--- src/rtl/smmd_pkg.sv ---
// Shared types, constants and codes for the scope min/max decimator.
// Used by the divider, the top level and the checker; depends on nothing else.
package smmd_pkg;

  localparam int BUFFER_SIZE  = 2048;
  localparam int BUF_AW       = $clog2(BUFFER_SIZE);
  localparam int NUM_CHANNELS = 4;
  localparam int SAMPLE_BITS  = 16;

  localparam int OP_W       = 2;
  localparam int PIX_W      = 11;
  localparam int WIDTH_W    = 12;
  localparam int ACT_W      = 3;
  localparam int CFG_IDX_W  = 2;
  localparam int CFG_DATA_W = 12;

  localparam logic [OP_W-1:0] OP_WRITE = 2'd0;
  localparam logic [OP_W-1:0] OP_READ  = 2'd1;
  localparam logic [OP_W-1:0] OP_CLEAR = 2'd2;

  localparam logic [CFG_IDX_W-1:0] CFG_DISPLAY_WIDTH   = 2'd0;
  localparam logic [CFG_IDX_W-1:0] CFG_ACTIVE_CHANNELS = 2'd1;

  localparam int DIV_Q_W   = 12;
  localparam int DIV_DEN_W = 12;
  localparam int DIV_NUM_W = DIV_DEN_W + DIV_Q_W - 1;
  localparam int DIV_CNT_W = $clog2(DIV_Q_W);

  typedef logic signed [SAMPLE_BITS-1:0] sample_t;

  typedef struct packed {
    logic [OP_W-1:0]  operation;
    sample_t          sample_ch0;
    sample_t          sample_ch1;
    sample_t          sample_ch2;
    sample_t          sample_ch3;
    logic [PIX_W-1:0] pixel_index;
  } in_item_t;

  typedef struct packed {
    sample_t pixel_min;
    sample_t pixel_max;
    logic    pixel_valid;
  } out_item_t;

  typedef struct packed {
    logic                 start;
    logic [DIV_NUM_W-1:0] num;
    logic [DIV_DEN_W-1:0] den;
  } div_req_t;

  typedef struct packed {
    logic               done;
    logic [DIV_Q_W-1:0] quot;
  } div_rsp_t;

endpackage

--- src/rtl/smmd_div.sv ---
// Iterative restoring divider, one quotient bit per cycle.
// Depends on smmd_pkg for widths and the request and response structs.
module smmd_div (
  input  logic               clk,
  input  logic               rst_n,
  input  smmd_pkg::div_req_t req,
  output smmd_pkg::div_rsp_t rsp
);
  import smmd_pkg::*;

  logic [DIV_NUM_W-1:0] rem_r, rem_nxt;
  logic [DIV_NUM_W-1:0] dsh_r, dsh_nxt;
  logic [DIV_Q_W-1:0]   q_r, q_nxt;
  logic [DIV_CNT_W-1:0] cnt_r, cnt_nxt;
  logic                 busy_r, busy_nxt;
  logic                 done_r, done_nxt;

  always_comb begin
    rem_nxt  = rem_r;
    dsh_nxt  = dsh_r;
    q_nxt    = q_r;
    cnt_nxt  = cnt_r;
    busy_nxt = busy_r;
    done_nxt = 1'b0;
    if (req.start) begin
      rem_nxt  = req.num;
      dsh_nxt  = DIV_NUM_W'(req.den) << (DIV_Q_W - 1);
      q_nxt    = '0;
      cnt_nxt  = '0;
      busy_nxt = 1'b1;
    end else if (busy_r) begin
      if (rem_r >= dsh_r) begin
        rem_nxt = rem_r - dsh_r;
        q_nxt   = {q_r[DIV_Q_W-2:0], 1'b1};
      end else begin
        q_nxt   = {q_r[DIV_Q_W-2:0], 1'b0};
      end
      dsh_nxt = dsh_r >> 1;
      cnt_nxt = cnt_r + DIV_CNT_W'(1);
      if (cnt_r == DIV_CNT_W'(DIV_Q_W - 1)) begin
        busy_nxt = 1'b0;
        done_nxt = 1'b1;
      end
    end
  end

  always_ff @(posedge clk) begin
    if (!rst_n) begin
      busy_r <= 1'b0;
      done_r <= 1'b0;
      cnt_r  <= '0;
    end else begin
      busy_r <= busy_nxt;
      done_r <= done_nxt;
      cnt_r  <= cnt_nxt;
    end
  end

  always_ff @(posedge clk) begin
    rem_r <= rem_nxt;
    dsh_r <= dsh_nxt;
    q_r   <= q_nxt;
  end

  assign rsp.done = done_r;
  assign rsp.quot = q_r;

endmodule

--- config.mk ---
export PLATFORM = sky130hd
export DESIGN_NAME = smmd_div
export DESIGN_NICKNAME = d
export VERILOG_FILES = /design/src/rtl/smmd_pkg.sv /design/src/rtl/smmd_div.sv
export SDC_FILE = /design/constraint.sdc
export NUM_CORES = 1
export LEC_CHECK = 0
export ABC_CLOCK_PERIOD_IN_PS = 6000
export BUFFER_PORTS_ARGS = -buffer_cell sky130_fd_sc_hd__buf_2
export CAP_MARGIN = 10
export CORE_MARGIN = 3
export CORE_UTILIZATION = 43
export CTS_CLUSTER_DIAMETER = 50
export DETAILED_ROUTE_END_ITERATION = 8
export GPL_TIMING_DRIVEN = 0
export HOLD_SLACK_MARGIN = 0.1
export PLACE_DENSITY_LB_ADDON = 0.1
export SYNTH_ARGS = -nofsm -noshare
export SYNTH_HDL_FRONTEND = slang
export SYNTH_SLANG_ARGS = --single-unit
--- constraint.sdc ---
create_clock -name clk -period 6 [get_ports clk]
set_input_delay 1.2 -clock clk [delete_from_list [all_inputs] [get_ports clk]]
set_output_delay 1.2 -clock clk [all_outputs]
set_load 0.02 [all_outputs]
; Word-level counts from Yosys, hierarchy flattened
; Index checks and enable logic that the tools add are counted.
[word_totals]
mem_bits_ro = 0
mem_bits_rw = 0
out_inout_bits = 13
reg_bits = 64
latchBits = 0
n_memories = 0
wordCells = 28
[classes]
n_bitwise = 2
mul = 0
n_reduce_logical = 5
addsub = 2
shifts = 0
n_mux = 10
div_mod_pow = 0
eq_ne = 1
magnitude_cmp = 1
[op_table]
columns = op, n
row1 = two-way mux 23 bit, 5
row2 = greater-or-equal comparator 23 bit, 1
row3 = subtractor 23 bit, 1
row4 = two-way mux 1 bit, 5
row5 = adder 4 x 1 -> 4 bit (second input constant), 1
row6 = == test 4 bit (second input constant), 1
row7 = nonzero test 2 bit, 2
row8 = OR reduction 3 bit, 1
row9 = NOT 1 bit, 2
row10 = AND reduction 2 bit, 1
row11 = OR reduction 2 bit, 1

; Logic depth before layout (Yosys ltp)
[logic_depth]
word_depth = 4
mapped_depth = 10
mapped_depth_nobuf = 10

; Worst setup path after synthesis
; OpenSTA, ideal clock, no wires.
[synth_timing]
kind = input port to flip-flop
startpoint = input port req[35] in the netlist's numbering
endpoint = register rem_r[0], enable pin
path_stages = 4
path_slack_ns = 2.490
n_path_buf = 2
t_arrival_ns = 3.093
t_required_ns = 5.583
setup_time_ns = 0.417
path_cell_list = clkbuf_1 > clkbuf_1 > nor2_1 > a41oi_1
[synth_between]
elab_chain_cells = 2
word_cells_on_any_way = 3
[synth_lines]
columns = element, line
row1 = start: declaration, smmd_div.sv:6  ; input smmd_pkg::div_req_t req,
row2 = nonzero test 2 bit (no line), --
row3 = AND reduction 2 bit (no line) *, --
row4 = end signal: assignment, smmd_div.sv:60  ; rem_r <= rem_nxt;
row5 = end: declaration, smmd_div.sv:11  ; logic [DIV_NUM_W-1:0] rem_r, rem_nxt;
; Mark *: on every way between the ends. The rest lies on a longest branch, timed or not.
; A chain may end at the register's enable or synchronous reset.

; Worst setup path after layout
[layout_timing]
startpoint = input port req[35] in the netlist's numbering
endpoint = register rem_r[5], enable pin
; Same word-level chain as after synthesis.

==> flow_metrics.tcl <==
set metrics [dict create \
    fin_skew_ns 0.0102 \
    gp_congestion 0.902 \
    crit_type "in2reg" \
    seq_area_frac_synth_pct 42.9 \
    hold_class "reg2reg" \
    finalMaxSlewViolations 0 \
    p_comb_share_pct 41.8 \
    cts_max_level 3 \
    cts.path.max_buffers 2 \
    synthFlopType "edfxtp_1" \
    required_ns 6.05 \
    slew-limit-headroom_pct 48.6 \
    end_kind "flip-flop" \
    area_delta_synth_final_pct 15.7 \
    routed_wl_mm 9.25 \
    grt_pass1_wl_mm 15.4 \
    num_io_pins 51 \
    start_util_pct 45.4 \
    rsz0062_at_grt "false" \
    setup_violations 0 \
    outcome "finished, final reports clean" \
    postCtsHoldBufs 0 \
    drc 0 \
    grt_usage_pct 19.6 \
    dp_hpwl_mm 6.86 \
    drtPass1Iterations 4 \
    ys_seq_elements 64 \
    nets 525 \
    max_freq_ghz 0.310 \
    utilization_pct 52.5 \
    grt_pass1_vias 3125 \
    antenna_left 0 \
    worstMarginPinSlew_ns 0.770 \
    antenna_found_initial 0 \
    cts.clk_slew.worst_paths_ns 0.07 \
    period_needed_ns 3.22 \
    gr-total-overflow 0 \
    hold_violations 0 \
    ir_drop_uv 155 \
    cts_buffers 9 \
    yosysWarnings 0 \
    cts_tree "yes" \
    drv_cap 0 \
    placed_area_mm2 0.00422 \
    cp_max_fo 13 \
    rows 33 \
    internal_power_mw 1.01 \
    finalInstanceArea_mm2 0.00440 \
    fp.dieW_um 100 \
    postCtsSetupBuffers 0 \
    cts-root-buf "clkbuf_8" \
    powerDensity_mw_per_mm2 360 \
    post_synth_num_cell_types 54 \
    via_per_inst 5.35 \
    start_kind "input port" \
    insertion_delay_ns 0.35 \
    p_leak_nw 1.84 \
    dieArea_mm2 0.0100 \
    drive_gt1_share_pct 17.1 \
    antennaDiodeCount 0 \
    async_flop_share_pct 0 \
    synthCells 400 \
    p_sw_mw 0.579 \
    synth_edf_count 35 \
    avgSynthCellArea_um2 9.51 \
    ctsResizeCount 0 \
    fin_tns_setup_ns 0 \
    core-area_mm2 0.00838 \
    die_y_um 100 \
    crit_arrival_ns 3.28 \
    vias 3063 \
    wl_per_cell_um 16.2 \
    grt_max_degree 14 \
    seqPwrFrac_pct 35.8 \
    pwr-share-clk_pct 22.4 \
    syn_area_mm2 0.00380 \
    period_share_pct 53.7 \
    drtIter0Drc 109 \
    holdWs_ns 0.505 \
    clock-sinks 64 \
    postSynthNetCount 463 \
    port_buffers 50 \
    swShare_pct 36.5 \
]
[critical path: stages]
cell	delay (ns)
buf_2	0.14
clkbuf_1	0.48
clkbuf_1	0.54
nor2_1	0.16
a41oi_4	0.51
buf_8	0.24
[cells by family (layout without fill, tap and decap cells)]
family,count (synthesis),after routing,synth area share [%]
buffers and inverters,47,114,5.00
AOI/OAI and AO/OA,101,101,18.3
DFF,64,64,42.9
muxes,27,27,7.30
xor gates and xnor gates,19,19,4.38
and+or+nand+nor,117,117,13.7
adders and majority gates,25,25,8.42
[routing by layer]
layer  global-route usage [%]  part of all wire, %  wire [um]  vias to the layer above
li1                         -                    -          -                     1564
met1                     26.4                   48       4450                     1420
met2                     31.6                   46       4240                       67
met3                     4.45                  4.6        430                       12
met4                     5.70                  1.3        124                        0
met5                        0                    0          0                        -
[flip-flops by register name, indices dropped and copies added (netlist names)]
register / count
busy_r: 1
dsh_r: 23
cnt_r: 4
rem_r: 23
q_r: 12
done_r: 1
[layout make-up]
cell class	instances	area, um^2
buffer	18	81.3
clock buffer	12	156
clock inverter	4	26.3
fill	801	3980
inverter	29	109
multi-input combinational	289	2000
sequential	64	1630
tap	105	131
timing repair buffer	51	265
[stage by stage]
step           total power [mW]  instances  setup WS, ns
3_5_place_dp               1.23        556          2.40
6_report                   1.58        572          2.78
2_1_floorplan              1.07        400          2.49
3_3_place_gp               1.21        555          1.03
4_1_cts                    1.59        572          2.78
5_1_grt                    1.70        572          2.67
[Yosys cell counts, types with 3 or more instances]
cell	number	share of area (%)
nor2b_1	4	0.66
o21ai_0	24	3.2
nand4_1	7	1.2
nand2_1	45	4.4
edfxtp_1	35	28
nor2_1	34	3.4
a21o_2	4	0.92
mux2i_1	24	6.3
clkbuf_1	13	1.3
dfxtp_1	29	15
and3_1	5	0.82
a21o_1	7	1.4
xnor2_1	12	2.8
a22o_1	3	0.69
o211ai_1	4	0.79
nor3_1	8	1.1
o21a_1	5	0.99
a21oi_1	17	2.2
nand3_1	3	0.39
and2_1	5	0.82
xor2_1	7	1.6
nand2b_1	4	0.66
inv_1	28	2.8
ha_1	24	7.9
o31ai_1	13	2.6
[power by group through the flow]
stage	combinational, mW	clock (mW)	sequential, mW
detailed placement	0.651	0	0.578
global route	0.739	0.383	0.575
CTS	0.659	0.362	0.568
floorplan	0.500	0	0.574
global placement	0.632	0	0.579
finish	0.662	0.355	0.567
[worst paths after layout]
path	end	cells past startpoint	slack [ns]	start
setup / recovery	rem_r[5]	6	2.78	req[35]
hold / removal	dsh_r[0]	2	0.50	dsh_r[0]
hold reg to reg	dsh_r[0]	2	0.50	dsh_r[0]
setup reg to reg	rem_r[5]	9	3.02	dsh_r[3]
[layout by cell type, fill, tap and decap left out, types with 12 or more instances in the layout]
cell      Yosys  final
a21oi_1      17     17
edfxtp_1     35     35
nor2_1       34     34
clkbuf_1     13     15
xnor2_1      12     12
buf_2         2     52
nand2_1      45     45
o31ai_1      13     13
mux2i_1      24     24
dfxtp_1      29     29
inv_1        28     28
o21ai_0      24     24
ha_1         24     24
No activity file was read; power rests on OpenSTA's default activity.
